### config.mk
export PLATFORM = sky130hd
export DESIGN_NAME = dhcp_reply_parser
export DESIGN_NICKNAME = d
export VERILOG_FILES = /design/src/hw/rtl/drp_pkg.sv /design/src/hw/rtl/drp_cfg.sv /design/src/hw/rtl/drp_parse.sv /design/src/hw/rtl/dhcp_reply_parser.sv
export VERILOG_INCLUDE_DIRS = /design/src /design/src/hw/rtl
export SDC_FILE = /design/constraint.sdc
export NUM_CORES = 1
export LEC_CHECK = 0
export BUFFER_PORTS_ARGS = -buffer_cell sky130_fd_sc_hd__buf_2
export CAP_MARGIN = 0
export CELL_PAD_IN_SITES_DETAIL_PLACEMENT = 1
export CELL_PAD_IN_SITES_GLOBAL_PLACEMENT = 1
export CORE_ASPECT_RATIO = 0.75
export CORE_MARGIN = 3
export CORE_UTILIZATION = 45
export DETAILED_ROUTE_END_ITERATION = 8
export GPL_ROUTABILITY_DRIVEN = 0
export PLACE_DENSITY = 0.82
export SLEW_MARGIN = 20
export SYNTH_ARGS = -nofsm -noshare
export SYNTH_HDL_FRONTEND = slang
export SYNTH_SLANG_ARGS = --single-unit
### constraint.sdc
create_clock -name clk -period 17.4 [get_ports clk]
set_clock_uncertainty 0.15 [all_clocks]
set_input_delay 3.48 -clock clk [delete_from_list [all_inputs] [get_ports clk]]
set_output_delay 3.48 -clock clk [all_outputs]
set_load 0.005 [all_outputs]
### src/hw/rtl/dhcp_reply_parser_assert.svh
// Assertion macros used by the DHCP reply parser top level.
`ifndef DHCP_REPLY_PARSER_ASSERT_SVH
`define DHCP_REPLY_PARSER_ASSERT_SVH

// Same-cycle implication, checked on clk and held off during rst.
`define DRP_ASSERT_IMP(lbl, ante, cons) \
  lbl: assert property (@(posedge clk) disable iff (rst) (ante) |-> (cons)) \
    else $error("same-cycle check failed");

// Next-cycle implication, checked on clk and held off during rst.
`define DRP_ASSERT_NXT(lbl, ante, cons) \
  lbl: assert property (@(posedge clk) disable iff (rst) (ante) |=> (cons)) \
    else $error("next-cycle check failed");

`endif

### src/hw/rtl/drp_pkg.sv
// Types and constants shared by the DHCP reply parser modules.
`timescale 1ns / 1ps
`default_nettype none

package drp_pkg;

  localparam int MAX_PAYLOAD_BYTES = 2048;
  localparam int OPTIONS_OFFSET    = 240;
  localparam int IDX_W             = $clog2(MAX_PAYLOAD_BYTES + 1);

  localparam logic [7:0]  OP_REPLY    = 8'd2;
  localparam logic [15:0] SERVER_PORT = 16'd67;

  localparam logic [7:0] OPT_PAD    = 8'd0;
  localparam logic [7:0] OPT_MASK   = 8'd1;
  localparam logic [7:0] OPT_ROUTER = 8'd3;
  localparam logic [7:0] OPT_DNS    = 8'd6;
  localparam logic [7:0] OPT_TYPE   = 8'd53;
  localparam logic [7:0] OPT_SERVER = 8'd54;
  localparam logic [7:0] OPT_END    = 8'd255;

  localparam logic [1:0] ST_OK        = 2'd0;
  localparam logic [1:0] ST_NOT_REPLY = 2'd1;
  localparam logic [1:0] ST_ID_BAD    = 2'd2;
  localparam logic [1:0] ST_TRUNC     = 2'd3;

  localparam logic REG_CLIENT_MAC = 1'b0;
  localparam logic REG_XID        = 1'b1;

  typedef enum logic [1:0] {
    PH_CODE  = 2'd0,
    PH_LEN   = 2'd1,
    PH_VALUE = 2'd2,
    PH_DONE  = 2'd3
  } phase_t;

  typedef struct packed {
    logic [7:0]  payload_byte;
    logic        last_byte;
    logic [15:0] source_port;
    logic [31:0] source_ip;
  } in_item_t;

  typedef struct packed {
    logic [1:0]  status;
    logic [7:0]  message_type;
    logic [31:0] offered_ip;
    logic [31:0] subnet_mask;
    logic [31:0] gateway_ip;
    logic [31:0] dns_ip;
    logic [31:0] server_ip;
  } out_item_t;

  typedef struct packed {
    logic [47:0] client_mac;
    logic [31:0] transaction_id;
  } cfg_t;

endpackage

`default_nettype wire

### src/hw/rtl/drp_cfg.sv
// Configuration register file with an APB-style slave port.
`timescale 1ns / 1ps
`default_nettype none

module drp_cfg (
  input  wire logic         clk,
  input  wire logic         rst,
  input  wire logic         psel,
  input  wire logic         penable,
  input  wire logic         pwrite,
  input  wire logic [3:0]   paddr,
  input  wire logic [63:0]  pwdata,
  output logic [63:0]       prdata,
  output logic              pready,
  output drp_pkg::cfg_t     cfg
);

  logic        wr_en;
  logic        reg_sel;
  logic [47:0] client_mac;
  logic [31:0] transaction_id;

  assign pready  = 1'b1;
  assign reg_sel = paddr[3];
  assign wr_en   = psel && penable && pwrite;

  always_ff @(posedge clk) begin
    if (rst) begin
      client_mac     <= '0;
      transaction_id <= '0;
    end else if (wr_en) begin
      unique case (reg_sel)
        drp_pkg::REG_CLIENT_MAC: client_mac     <= pwdata[47:0];
        drp_pkg::REG_XID:        transaction_id <= pwdata[31:0];
        default:                 client_mac     <= client_mac;
      endcase
    end
  end

  always_comb begin
    unique case (reg_sel)
      drp_pkg::REG_CLIENT_MAC: prdata = {16'd0, client_mac};
      drp_pkg::REG_XID:        prdata = {32'd0, transaction_id};
      default:                 prdata = '0;
    endcase
  end

  assign cfg.client_mac     = client_mac;
  assign cfg.transaction_id = transaction_id;

endmodule

`default_nettype wire

### src/hw/rtl/drp_parse.sv
// Per-byte header check and option walk with the stored lease values.
`timescale 1ns / 1ps
`default_nettype none

module drp_parse (
  input  wire logic               clk,
  input  wire logic               rst,
  input  wire logic               step,
  input  wire drp_pkg::in_item_t  item,
  input  wire drp_pkg::cfg_t      cfg,
  output drp_pkg::out_item_t      result
);

  logic [drp_pkg::IDX_W-1:0] byte_index, byte_index_next;
  logic [1:0]                header_status, header_status_next;
  logic [31:0]               candidate_ip, candidate_ip_next;
  drp_pkg::phase_t           option_phase, option_phase_next;
  logic [7:0]                option_code, option_code_next;
  logic [7:0]                option_remaining, option_remaining_next;
  logic [2:0]                value_position, value_position_next;
  logic                      server_write_enable, server_write_enable_next;
  logic [7:0]                type_seen, type_seen_next;
  logic [31:0]               lease_ip, lease_ip_next;
  logic [31:0]               mask_store, mask_store_next;
  logic [31:0]               router_store, router_store_next;
  logic [31:0]               dns_store, dns_store_next;
  logic [31:0]               server_store, server_store_next;

  logic                      active;
  logic                      opt_byte;
  logic [7:0]                b;
  logic [7:0]                want_xid;
  logic [7:0]                want_mac;
  logic [7:0]                rem_dec;
  logic [31:0]               cand_shift;
  logic [1:0]                final_status;

  assign b          = item.payload_byte;
  assign active     = byte_index < drp_pkg::IDX_W'(drp_pkg::MAX_PAYLOAD_BYTES);
  assign rem_dec    = option_remaining - 8'd1;
  assign cand_shift = {candidate_ip[23:0], b};
  assign opt_byte   = step && active && (byte_index != '0) &&
                      (header_status == drp_pkg::ST_OK) &&
                      (byte_index >= drp_pkg::IDX_W'(drp_pkg::OPTIONS_OFFSET));

  always_comb begin
    unique case (byte_index[1:0])
      2'd0:    want_xid = cfg.transaction_id[31:24];
      2'd1:    want_xid = cfg.transaction_id[23:16];
      2'd2:    want_xid = cfg.transaction_id[15:8];
      default: want_xid = cfg.transaction_id[7:0];
    endcase
  end

  // chaddr bytes 28..33 map onto the low three index bits 4,5,6,7,0,1
  always_comb begin
    unique case (byte_index[2:0])
      3'd4:    want_mac = cfg.client_mac[47:40];
      3'd5:    want_mac = cfg.client_mac[39:32];
      3'd6:    want_mac = cfg.client_mac[31:24];
      3'd7:    want_mac = cfg.client_mac[23:16];
      3'd0:    want_mac = cfg.client_mac[15:8];
      default: want_mac = cfg.client_mac[7:0];
    endcase
  end

  // Option walk: next phase
  always_comb begin
    option_phase_next = option_phase;
    if (opt_byte) begin
      unique case (option_phase)
        drp_pkg::PH_CODE: begin
          if (b == drp_pkg::OPT_END) begin
            option_phase_next = drp_pkg::PH_DONE;
          end else if (b != drp_pkg::OPT_PAD) begin
            option_phase_next = drp_pkg::PH_LEN;
          end
        end
        drp_pkg::PH_LEN: begin
          option_phase_next = (b != 8'd0) ? drp_pkg::PH_VALUE : drp_pkg::PH_CODE;
        end
        drp_pkg::PH_VALUE: begin
          if (rem_dec == 8'd0) begin
            option_phase_next = drp_pkg::PH_CODE;
          end
        end
        default: option_phase_next = option_phase;
      endcase
    end
    if (step && item.last_byte) begin
      option_phase_next = drp_pkg::PH_CODE;
    end
  end

  // Header checks, option capture and result
  always_comb begin
    byte_index_next          = byte_index;
    header_status_next       = header_status;
    candidate_ip_next        = candidate_ip;
    option_code_next         = option_code;
    option_remaining_next    = option_remaining;
    value_position_next      = value_position;
    server_write_enable_next = server_write_enable;
    type_seen_next           = type_seen;
    lease_ip_next            = lease_ip;
    mask_store_next          = mask_store;
    router_store_next        = router_store;
    dns_store_next           = dns_store;
    server_store_next        = server_store;

    if (step && active) begin
      byte_index_next = byte_index + 1'b1;
      if (byte_index == '0) begin
        if (b != drp_pkg::OP_REPLY || item.source_port != drp_pkg::SERVER_PORT) begin
          header_status_next = drp_pkg::ST_NOT_REPLY;
        end
      end else if (header_status == drp_pkg::ST_OK) begin
        if (byte_index >= drp_pkg::IDX_W'(4) && byte_index <= drp_pkg::IDX_W'(7)) begin
          if (b != want_xid) header_status_next = drp_pkg::ST_ID_BAD;
        end else if (byte_index >= drp_pkg::IDX_W'(16) &&
                     byte_index <= drp_pkg::IDX_W'(19)) begin
          candidate_ip_next = cand_shift;
        end else if (byte_index >= drp_pkg::IDX_W'(28) &&
                     byte_index <= drp_pkg::IDX_W'(33)) begin
          if (b != want_mac) begin
            header_status_next = drp_pkg::ST_ID_BAD;
          end else if (byte_index == drp_pkg::IDX_W'(33)) begin
            lease_ip_next = candidate_ip;
          end
        end else if (opt_byte) begin
          unique case (option_phase)
            drp_pkg::PH_CODE: begin
              if (b != drp_pkg::OPT_END && b != drp_pkg::OPT_PAD) option_code_next = b;
            end
            drp_pkg::PH_LEN: begin
              option_remaining_next = b;
              value_position_next   = '0;
              candidate_ip_next     = '0;
              if (option_code == drp_pkg::OPT_SERVER) begin
                server_write_enable_next = (server_store == '0) ||
                                           (server_store == item.source_ip);
              end
            end
            drp_pkg::PH_VALUE: begin
              if (value_position == 3'd0 && option_code == drp_pkg::OPT_TYPE) begin
                type_seen_next = b;
              end
              if (value_position < 3'd4) begin
                candidate_ip_next   = cand_shift;
                value_position_next = value_position + 3'd1;
                if (value_position == 3'd3) begin
                  if (option_code == drp_pkg::OPT_MASK) begin
                    mask_store_next = cand_shift;
                  end else if (option_code == drp_pkg::OPT_ROUTER) begin
                    router_store_next = cand_shift;
                  end else if (option_code == drp_pkg::OPT_DNS) begin
                    dns_store_next = cand_shift;
                  end else if (option_code == drp_pkg::OPT_SERVER && server_write_enable) begin
                    server_store_next = cand_shift;
                  end
                end
              end
              option_remaining_next = rem_dec;
            end
            default: option_code_next = option_code;
          endcase
        end
      end
    end

    final_status = header_status_next;
    if (final_status == drp_pkg::ST_OK &&
        byte_index < drp_pkg::IDX_W'(drp_pkg::OPTIONS_OFFSET - 1)) begin
      final_status = drp_pkg::ST_TRUNC;
    end
    result.status       = final_status;
    result.message_type = (final_status == drp_pkg::ST_OK) ? type_seen_next : 8'd0;
    result.offered_ip   = lease_ip_next;
    result.subnet_mask  = mask_store_next;
    result.gateway_ip   = router_store_next;
    result.dns_ip       = dns_store_next;
    result.server_ip    = server_store_next;

    // Per-packet state starts afresh after the closing byte
    if (step && item.last_byte) begin
      byte_index_next          = '0;
      header_status_next       = drp_pkg::ST_OK;
      candidate_ip_next        = '0;
      option_code_next         = '0;
      option_remaining_next    = '0;
      value_position_next      = '0;
      server_write_enable_next = 1'b0;
      type_seen_next           = '0;
    end
  end

  always_ff @(posedge clk) begin
    if (rst) begin
      byte_index          <= '0;
      header_status       <= drp_pkg::ST_OK;
      candidate_ip        <= '0;
      option_phase        <= drp_pkg::PH_CODE;
      option_code         <= '0;
      option_remaining    <= '0;
      value_position      <= '0;
      server_write_enable <= 1'b0;
      type_seen           <= '0;
      lease_ip            <= '0;
      mask_store          <= '0;
      router_store        <= '0;
      dns_store           <= '0;
      server_store        <= '0;
    end else begin
      byte_index          <= byte_index_next;
      header_status       <= header_status_next;
      candidate_ip        <= candidate_ip_next;
      option_phase        <= option_phase_next;
      option_code         <= option_code_next;
      option_remaining    <= option_remaining_next;
      value_position      <= value_position_next;
      server_write_enable <= server_write_enable_next;
      type_seen           <= type_seen_next;
      lease_ip            <= lease_ip_next;
      mask_store          <= mask_store_next;
      router_store        <= router_store_next;
      dns_store           <= dns_store_next;
      server_store        <= server_store_next;
    end
  end

endmodule

`default_nettype wire

### src/hw/rtl/dhcp_reply_parser.sv
// The result is captured in the output register as the byte marked last is parsed.
// Throughput: 1 payload byte per cycle when no byte waits, as below; the per-byte
// parse step is the only loop. A byte waits in the input register only when it
// closes a packet and the previous result is still held in the output register.
// Reset (rst, synchronous, active high) clears both registers' valids, the
// parse state, the stored lease values and the configuration registers.
`timescale 1ns / 1ps
`default_nettype none
`include "dhcp_reply_parser_assert.svh"

module dhcp_reply_parser (
  input  wire logic                clk,
  input  wire logic                rst,
  // input byte channel
  input  wire logic                in_valid,
  output logic                     in_stall,
  input  wire drp_pkg::in_item_t   in_data,
  // result channel
  output logic                     out_valid,
  input  wire logic                out_stall,
  output drp_pkg::out_item_t       out_data,
  // configuration port
  input  wire logic                psel,
  input  wire logic                penable,
  input  wire logic                pwrite,
  input  wire logic [3:0]          paddr,
  input  wire logic [63:0]         pwdata,
  output logic [63:0]              prdata,
  output logic                     pready
);

  drp_pkg::cfg_t      cfg;
  drp_pkg::in_item_t  hold_item;
  drp_pkg::out_item_t result;
  logic               hold_valid;
  logic               step;
  logic               in_xfer;
  logic               out_free;

  // Output register is free when empty or being drained this cycle
  assign out_free = !out_valid || !out_stall;

  // Advance the held byte unless it closes a packet and the result slot is taken
  assign step     = hold_valid && (!hold_item.last_byte || out_free);
  assign in_stall = hold_valid && !step;
  assign in_xfer  = in_valid && !in_stall;

  drp_cfg u_cfg (
    .clk     (clk),
    .rst     (rst),
    .psel    (psel),
    .penable (penable),
    .pwrite  (pwrite),
    .paddr   (paddr),
    .pwdata  (pwdata),
    .prdata  (prdata),
    .pready  (pready),
    .cfg     (cfg)
  );

  drp_parse u_parse (
    .clk    (clk),
    .rst    (rst),
    .step   (step),
    .item   (hold_item),
    .cfg    (cfg),
    .result (result)
  );

  // Input register: load on every transfer, drop the valid once consumed
  always_ff @(posedge clk) begin
    if (rst) begin
      hold_valid <= 1'b0;
    end else if (in_xfer) begin
      hold_valid <= 1'b1;
    end else if (step) begin
      hold_valid <= 1'b0;
    end
  end

  always_ff @(posedge clk) begin
    if (in_xfer) begin
      hold_item <= in_data;
    end
  end

  // Output register: capture the summary on a closing byte, hold while stalled
  always_ff @(posedge clk) begin
    if (rst) begin
      out_valid <= 1'b0;
    end else if (step && hold_item.last_byte) begin
      out_valid <= 1'b1;
    end else if (!out_stall) begin
      out_valid <= 1'b0;
    end
  end

  always_ff @(posedge clk) begin
    if (step && hold_item.last_byte) begin
      out_data <= result;
    end
  end

  `DRP_ASSERT_IMP(a_stall_needs_item, in_stall, hold_valid)
  `DRP_ASSERT_IMP(a_stall_only_on_close, in_stall, hold_item.last_byte && !out_free)
  `DRP_ASSERT_NXT(a_close_gives_result, step && hold_item.last_byte, out_valid)
  `DRP_ASSERT_IMP(a_type_only_when_ok, out_valid,
                  out_data.status == drp_pkg::ST_OK || out_data.message_type == 8'd0)

endmodule

`default_nettype wire

# Yosys cells after proc, flatten, opt, wreduce, memory -nomap -nowiden
# Cells that the tools add are included.
# op_classes
n_eq_ne	28
n_mux	97
add_sub_neg	3
magnitude_cmp	10
n_reduce_logical	52
bitwise	5
# op_table
operator	count
two-way mux 32 bit	62
one-hot mux 64 bit (2 select lines)	1
two-way mux 8 bit	9
one-hot mux 32 bit (2 select lines)	1
one-hot mux 8 bit (5 select lines)	1
== test 32 bit	1
zero test 32 bit	1
two-way mux 2 bit	14
AND reduction 9 bit	3
greater-or-equal comparator 12 x 5 -> 1 bit, second input constant	2
one-hot mux 8 bit (3 select lines)	1
logical AND 1 bit	17
== test 8 x 6 -> 1 bit, second input constant	2
!= test 16 x 7 -> 1 bit, second input constant	1
!= test 8 bit	2
one-hot mux 8 bit (2 select lines)	1
AND reduction 8 bit	2
adder 12 x 1 -> 12 bit, second input constant	1
== test 12 x 6 -> 1 bit, second input constant	1
== test 3 bit, second input constant	4
greater-or-equal comparator 12 x 3 -> 1 bit, second input constant	1
greater-or-equal comparator 12 x 8 -> 1 bit, second input constant	1
<= comparator 12 x 3 -> 1 bit, second input constant	1
<= comparator 12 x 5 -> 1 bit, second input constant	1
35 further kinds	64
# word_totals
output_inout_bits	237
inputBits	132
register_bits	545

# Depth between registers and ports, before layout
# Gate-level depths: netlist of run 1.
# logic_depth
word_depth	16
mapped_depth	13
mapped_depth_nobuf	9

# By module
# From an unflattened synthesis of run 1, not the netlist that was laid out.
# hier_totals
hier_cells	1946
area_unflattened_um2	22840.7
# modules_own_cells
mod	instances	cells_per_inst	area_per_inst_um2
drp_parse	1	1321	11989.0
dhcp_reply_parser	1	240	6909.1
drp_cfg	1	385	3942.5

# Worst setup path before layout of run 1
# OpenSTA, ideal clock, no wires.
# synth_timing
kind	input port to flip-flop
startpoint	input out_stall
endpoint	register u_parse.header_status[0]
required_ns	17.135
t_arrival_ns	13.430
stages	4
setup_slack_ns	3.706
setup_time_ns	0.115
path_cell_list	a21oi_1 nor2_1 clkbuf_1 and2_1
# synth_via
elab_chain_cells	6
elab_cells_between_ends	8
# synth_lines
element	line	text
from (decl)	dhcp_reply_parser.sv:20	input wire logic out_stall,
zero test 1 bit *	--	
logical OR 1 bit *	dhcp_reply_parser.sv:41	assign out_free = !out_valid || !out_stall;
logical OR 1 bit *	dhcp_reply_parser.sv:44	assign step = hold_valid && (!hold_item.last_byte || out_free);
logical AND 1 bit *	dhcp_reply_parser.sv:44	
logical AND 1 bit, on equally long branches	drp_parse.sv:111, drp_parse.sv:185	
two-way mux 2 bit or OR reduction 2 bit (tied branches)	--	
to (signal assigned)	drp_parse.sv:200	header_status <= drp_pkg::ST_OK;
to (signal assigned)	drp_parse.sv:215	header_status <= header_status_next;
to (decl)	drp_parse.sv:15	logic [1:0] header_status, header_status_next;
# Every way passes the cells marked *; elsewhere a longest branch is shown, timed or not.
# A chain may end at the register's enable or synchronous reset.

# Worst setup path after layout of run 1
# layout_timing
startpoint	input paddr[3]
endpoint	output prdata[18]
# layout_via
elab_chain_cells	2
# layout_lines
element	line	text
from (decl)	dhcp_reply_parser.sv:26	input wire logic [3:0] paddr,
inverter 1 bit (no source line)	--	
one-hot mux 64 bit (2 select lines) *	drp_cfg.sv:41	unique case (reg_sel)
to (decl)	dhcp_reply_parser.sv:28	output logic [63:0] prdata,
# Every way passes the cells marked *; elsewhere a longest branch is shown, timed or not. The select of a mux whose other input is x is not followed.

==> results of run 1 <==
## per-layer routing
layer  wire length (um)  track usage [%]
met5                 34                0
met4               2610             10.8
met3               4600             5.64
met2              32900             42.5
met1              28600             33.2
## power groups by stage
stage	Combinational (mW)	Clock (mW)	Sequential (mW)
after global placement	0.0939	0	1.39
after global routing	0.107	1.21	1.36
after CTS	0.0980	1.16	1.36
after floorplan	0.0571	0	1.38
final	0.0987	1.14	1.36
after detailed placement	0.0972	0	1.39
## final cells by class
class | instances | area (sq um) | area share, %
multi-input combinational | 1200 | 8230 | 31.8
sequential | 545 | 13200 | 51.0
antenna | 5 | 12.5 | 0.0484
clock buffer | 83 | 1570 | 6.07
inverter | 29 | 109 | 0.421
tap | 639 | 800 | 3.09
timing repair buffer | 348 | 1830 | 7.06
clock inverter | 16 | 136 | 0.527
## synthesized netlist by cell type (6+ instances only)
library cell | instances | area, sq um
dfxtp_1 | 318 | 6370
nand2_1 | 233 | 875
edfxtp_1 | 227 | 6820
mux2_2 | 129 | 1450
nor2b_1 | 120 | 751
a21oi_1 | 106 | 531
clkbuf_1 | 84 | 315
nand2b_1 | 68 | 425
nor2_1 | 65 | 244
mux2i_1 | 62 | 621
o21ai_0 | 53 | 265
nand3_1 | 45 | 225
xor2_1 | 39 | 342
mux2_1 | 36 | 405
inv_1 | 29 | 109
and2b_1 | 28 | 210
mux2_4 | 22 | 330
buf_2 | 21 | 105
nor4_1 | 21 | 131
nand4_1 | 19 | 119
buf_4 | 18 | 135
ha_1 | 16 | 200
a222oi_1 | 12 | 120
nor3_1 | 12 | 60.1
xnor2_1 | 11 | 96.3
a22o_1 | 7 | 61.3
buf_6 | 7 | 78.8
and3_1 | 6 | 37.5
## logic make-up (layout without fill, tap and decap cells)
logic type,Yosys count,after routing
AND/OR/NAND/NOR,646,646
flip-flops,545,545
multiplexers,249,249
AO/OA/AOI/OAI,222,222
buffers and inverters,168,476
XOR/XNOR,50,50
adder cells (fa/ha/maj),16,16
other,2,22
## how the worst min path moves through the flow
stage                         from                  end
2_1_floorplan  u_cfg.client_mac[0]  u_cfg.client_mac[0]
3_3_place_gp   u_cfg.client_mac[1]  u_cfg.client_mac[1]
3_5_place_dp   u_cfg.client_mac[2]  u_cfg.client_mac[2]
4_1_cts        u_cfg.client_mac[2]  u_cfg.client_mac[2]
5_1_grt        u_cfg.client_mac[0]  u_cfg.client_mac[0]
6_report       u_cfg.client_mac[2]  u_cfg.client_mac[2]
## critical path: cells and delay by family
family,cells,cell delay [ps]
muxes,1,440
buffers and inverters,2,710
## stage by stage
step | std cells | worst slack (ps) | hold slack (ps) | total power, mW
floorplan | 1913 | 3710 | 286 | 1.44
global placement | 2760 | 8810 | 294 | 1.48
detailed placement | 2761 | 8770 | 307 | 1.48
CTS | 2860 | 8770 | 316 | 2.62
global route | 2863 | 9100 | 335 | 2.68
finish | 2865 | 9120 | 310 | 2.60
==> summary.md, run 1 <==
| Metric | Value |
|---|---|
| Outcome | finished, final reports clean |
| Area after DPL | 24100 sq um |
| Root Driver | clkbuf_16 |
| Share of post-route cells with drive strength above 1 | a little over a quarter |
| Slew @ Worst Pin | 1170 ps |
| Internal | 2.02 mW |
| CP arrival | 4650 ps |
| Largest regs | out_data x170, hold_item x57, u_cfg.client_mac x48 |
| DR pass1 iterations | 7 |
| Synth Area in XOR/XNOR | 1.98% |
| Part of the power in the clock network | 43.9% |
| Post-cts sizing count | 0 |
| Most frequent cells in the layout | buf_2, dfxtp_1, nand2_1 |
| Worst Setup EP | prdata[18] |
| Ys async rst share | 0% |
| Number of remaining DRC errors | 0 |
| Unrepaired setup endpoints after global routing | false |
| Count of pins over their slew limit | 0 |
| Util after Layout | between 50% and 60% |
| Initial Util | a little under half |
| Critical-path cell list | buf_4 -> mux2_2 -> buf_2 |
| CTS clk-pin slew, worst paths | 60 ps |
| PwrDens | 101 nW/um^2 |
| Sequential area share after synthesis | 59.7% |
| CTS tree | yes |
| Top reg by flops | out_data |
| P&R area growth vs syn | 17.1% |
| Synthesis Warnings | 0 |
| EDFF count, synth | around 230 |
| Number of max-cap violations | 0 |
| FF+latch count, synth | between 500 and 600 |
| Total grt overflow | 0 |
| Final hold violations | 0 |
| Data required time at the worst endpoint | 13770 ps |
| Row count | 69 |
| Worst-path fanout max | 58 |
| Vias post-DR | 15.9k |
| VDD IR-drop max | 0.0000934 V |
| Wire length per cell | 24.0 um |
| Hold/Removal Path Class | reg2reg |
| Die extent in x | between 200 and 300 um |
| Ys flop type | dfxtp_1 |
| Seq pwr share | 52.3% |
| Startpoint types | input pin |
| Worst r2r src | u_parse.byte_index[0] |
| Vias in the first global route | 16.7k |
| Drt initial violations | 1173 |
| HPWL Detailed | between 40000 and 50000 um |
| Die area | between 50000 and 60000 sq um |
| Die Y | just under 200 um |
| Hold buffers post-CTS | 0 |
| Avg Inst Size Synth | ~12 sq um |
| Class of the most critical setup path | in2out |
| GRT Overall Usage | 25.9% |
| # H-tree levels | 2 |
| Area share of and/or/nand/nor cells after synthesis | 15.0% |
| Switching share of power | 22.4% |
| Max-slew headroom | a little over a fifth |
| Design area | 25900 sq um |
| Synth Area in Adders | less than 1% |
| Initial antenna violation count | 8 |
| Cell count of the worst hold path | 2 |
| Cell variety after synth | 68 |
| Core box area | 47900 sq um |
| FF-to-FF End | out_data[159] |
| # setup viols final | 0 |
| Slowest cell on crit path | buf_4 |
| Setup_tns | 0 ps |
| Share of total power in combinational logic | between 3 and 4% |
| Number of buffers added on ports | 332 |
| First-pass GRT wire length | roughly 100000 um |
| Total clock sinks | 545 |
| Fmax | between 0.1 and 0.15 GHz |
| P_leak | between 10 and 15 nW |
| Num ports | 369 |
| Largest net degree at the start of global routing | 172 |
| Clock Tree Buf Depth | 3 |
| Filler cell count in the final layout | 5076 |
| Critical path's largest stage delay | 560 ps |
| Via/cell ratio | 5.54 |
| Mux cell area share after synthesis | 12.7% |
| R2R setup slack | around 12000 ps |
| Critical path endpoint category | output port |
| P_sw | 583 uW |
| Largest family of logic cells by synthesized area | simple AND/OR/NAND/NOR gates |
| Worst-Skew Late Latency | 590 ps |
| Tcrit/Tclk final | approximately 48% |
| Worst R2R Path Depth | 10 |
| Cells after Synth | 1898 |
| Compound-Gate Fraction of Synth Area | 6.01% |
| Max FFs per register | 170 |
| CTS Buf Count | between 50 and 60 |
| Synth Cell Area | 22100 sq um |
| Final nets | 2325 |
| Postcts setup bufs | 0 |
| Detailed Route WL | roughly 70000 um |
| Critical Path Source | paddr[3] |
| Tmin final | ~8300 ps |
| Routed Antenna Nets | 0 |
| Most common cell after layout, fill and taps aside | buf_2 |
No activity file was read; power rests on OpenSTA's default activity.
==> inputs of run 2 (changes only) <==
- clock period: 17.4 -> 8.15 ns (I/O delays scaled with it)
==> run 2 against run 1 <==
Effect of this change:
- routed wire length down 0.95%
- register-to-register slack got worse by 9400 ps
- first-iteration DRC count increased by 4.4%
- combinational power is 110% higher
- critical endpoint is now out_data[144]
- global-route usage shrank 0.36 points
==> summary.md, run 2 (synthesized netlist as in run 1, its figures left out) <==
| Metric | Value |
|---|---|
| Initial antenna violation count | 12 |
| GRT Overall Usage | 25.5% |
| Routed Antenna Nets | 0 |
| Tmin final | 5150 ps |
| Hold/Removal Path Class | reg2reg |
| Critical path endpoint category | register |
| Vias in the first global route | roughly 17k |
| DR pass1 iterations | 6 |
| Critical-path cell list | inv_1 -> ha_1 -> o21a_1 -> or2_1 -> nand4_1 -> mux2i_1 -> nand4_1 -> and4bb_4 -> buf_4 -> mux2_1 |
| Total clock sinks | about 550 |
| Die extent in x | 262 um |
| Share of post-route cells with drive strength above 1 | 27.5% |
| Num ports | 369 |
| Filler cell count in the final layout | 5115 |
| Most frequent cells in the layout | buf_2, dfxtp_1, nand2_1 |
| CP arrival | 5350 ps |
| CTS Buf Count | 53 |
| Critical path's largest stage delay | 860 ps |
| Root Driver | clkbuf_16 |
| Number of remaining DRC errors | 0 |
| Outcome | finished, final reports clean |
| PwrDens | 219 nW/um^2 |
| Detailed Route WL | around 70000 um |
| Data required time at the worst endpoint | between 8000 and 9000 ps |
| Design area | 26000 sq um |
| Via/cell ratio | 5.53 |
| Drt initial violations | 1225 |
| Die Y | 198 um |
| Class of the most critical setup path | reg2reg |
| Largest regs | out_data x170, hold_item x57, u_cfg.client_mac x48 |
| VDD IR-drop max | 0.000184 V |
| CTS tree | yes |
| Total grt overflow | 0 |
| Tcrit/Tclk final | 63.1% |
| Final nets | 2325 |
| Max FFs per register | 170 |
| HPWL Detailed | ~44000 um |
| Tot Pwr | 5.69 mW |
| Sequential Area | roughly 13000 sq um |
| # H-tree levels | 2 |
| CP bufs+invs | 2 |
| Initial Util | 46.1% |
| Largest net degree at the start of global routing | 172 |
| Setup_tns | 0 ps |
| Clock Tree Buf Depth | 3 |
| Startpoint types | register |
| # setup viols final | 0 |
| Fmax | 0.194 GHz |
| Wire length per cell | 23.8 um |
| Count of pins over their slew limit | 0 |
| Most frequent CP cell | nand4_1 |
| Area of the multi-input gates | around 8200 sq um |
| Worst-Skew Late Latency | 610 ps |
| Slowest cell on crit path | ha_1 |
| Most common cell after layout, fill and taps aside | buf_2 |
| First-pass GRT wire length | 101000 um |
| P&R area growth vs syn | 17.6% |
| Number of buffers added on ports | 332 |
| Vias post-DR | 15.8k |
| Number of max-cap violations | 0 |
| Post-cts sizing count | 0 |
| P_leak | ~11 nW |
| Top reg by flops | out_data |
| Max-slew headroom | approximately a quarter |
| Hold buffers post-CTS | 0 |
| Kind of cell adding the most delay to the critical path | simple AND/OR/NAND/NOR gates |
| Postcts setup bufs | 0 |
| Slew @ Worst Pin | around 1100 ps |
| Die area | slightly above 50000 sq um |
| CTS clk-pin slew, worst paths | 70 ps |
| Unrepaired setup endpoints after global routing | false |
| Core box area | 47900 sq um |
| Final hold violations | 0 |
| Area after DPL | 24100 sq um |
| Worst-path fanout max | 34 |
| Row count | 69 |
==> run 2: cell count changes in the layout (fill, tap and decap cells not counted), moves of 3 or more <==
| cell | delta |
|---|---|
| bufinv_16 | +3 |
| clkbuf_8 | -3 |
| diode_2 | -3 |
| clkinv_4 | +5 |
| clkinv_2 | +3 |
| clkbuf_1 | -14 |
| clkinvlp_4 | +6 |
==> run 2: path summary, 6_finish.rpt <==
kind                          from             endpoint  slack, ps  cells after the start
max reg2reg  u_parse.byte_index[1]        out_data[144]       3000                     10
min reg2reg    u_cfg.client_mac[7]  u_cfg.client_mac[7]        310                      2
min            u_cfg.client_mac[7]  u_cfg.client_mac[7]        310                      2
max          u_parse.byte_index[1]        out_data[144]       3000                     10
==> run 2: area by class of cell <==
type	count	share of cell area (%)
multi-input cells	1200	31.7
clock buffers	67	5.78
repair buffers	348	7.01
inverters	29	0.419
diodes	2	0.0193
well taps	639	3.08
flip-flops and latches	545	50.7
clock inverters	33	1.31
==> run 2: report_power, final <==
part           switching (mW)  internal, mW
clock                    1.13          1.45
sequential             0.0323          2.87
combinational           0.138        0.0705
total                    1.30          4.39
==> run 2: metal layers <==
layer	wire length (um)	up-vias	global-route usage, %	share of wire (%)
met2	33100	498	42.9	49
met3	4780	122	5.63	7.0
met1	28200	8060	33.0	42
li1	-	7145	-	-
met5	68	-	0	0.10
met4	1820	12	7.65	2.7
==> run 2: stage by stage <==
step                      utilization (%)  hold WS [ps]  setup slack (ps)  cells
after floorplan                         -           286               481   1913
after global placement               50.3           293              3350   2760
after detailed placement             50.4           298              3170   2761
after CTS                            54.2           308              3150   2861
after global routing                 54.2           324              2900   2863
final                                54.2           307              3000   2863
==> run 2: worst reg2reg max path, stage by stage (launching register included) <==
cell and delay (ps):
dfxtp_1 360, inv_1 150, ha_1 860, o21a_1 270, or2_1 400, nand4_1 420, mux2i_1 280, nand4_1 150
and4bb_4 820, buf_4 620, mux2_1 430
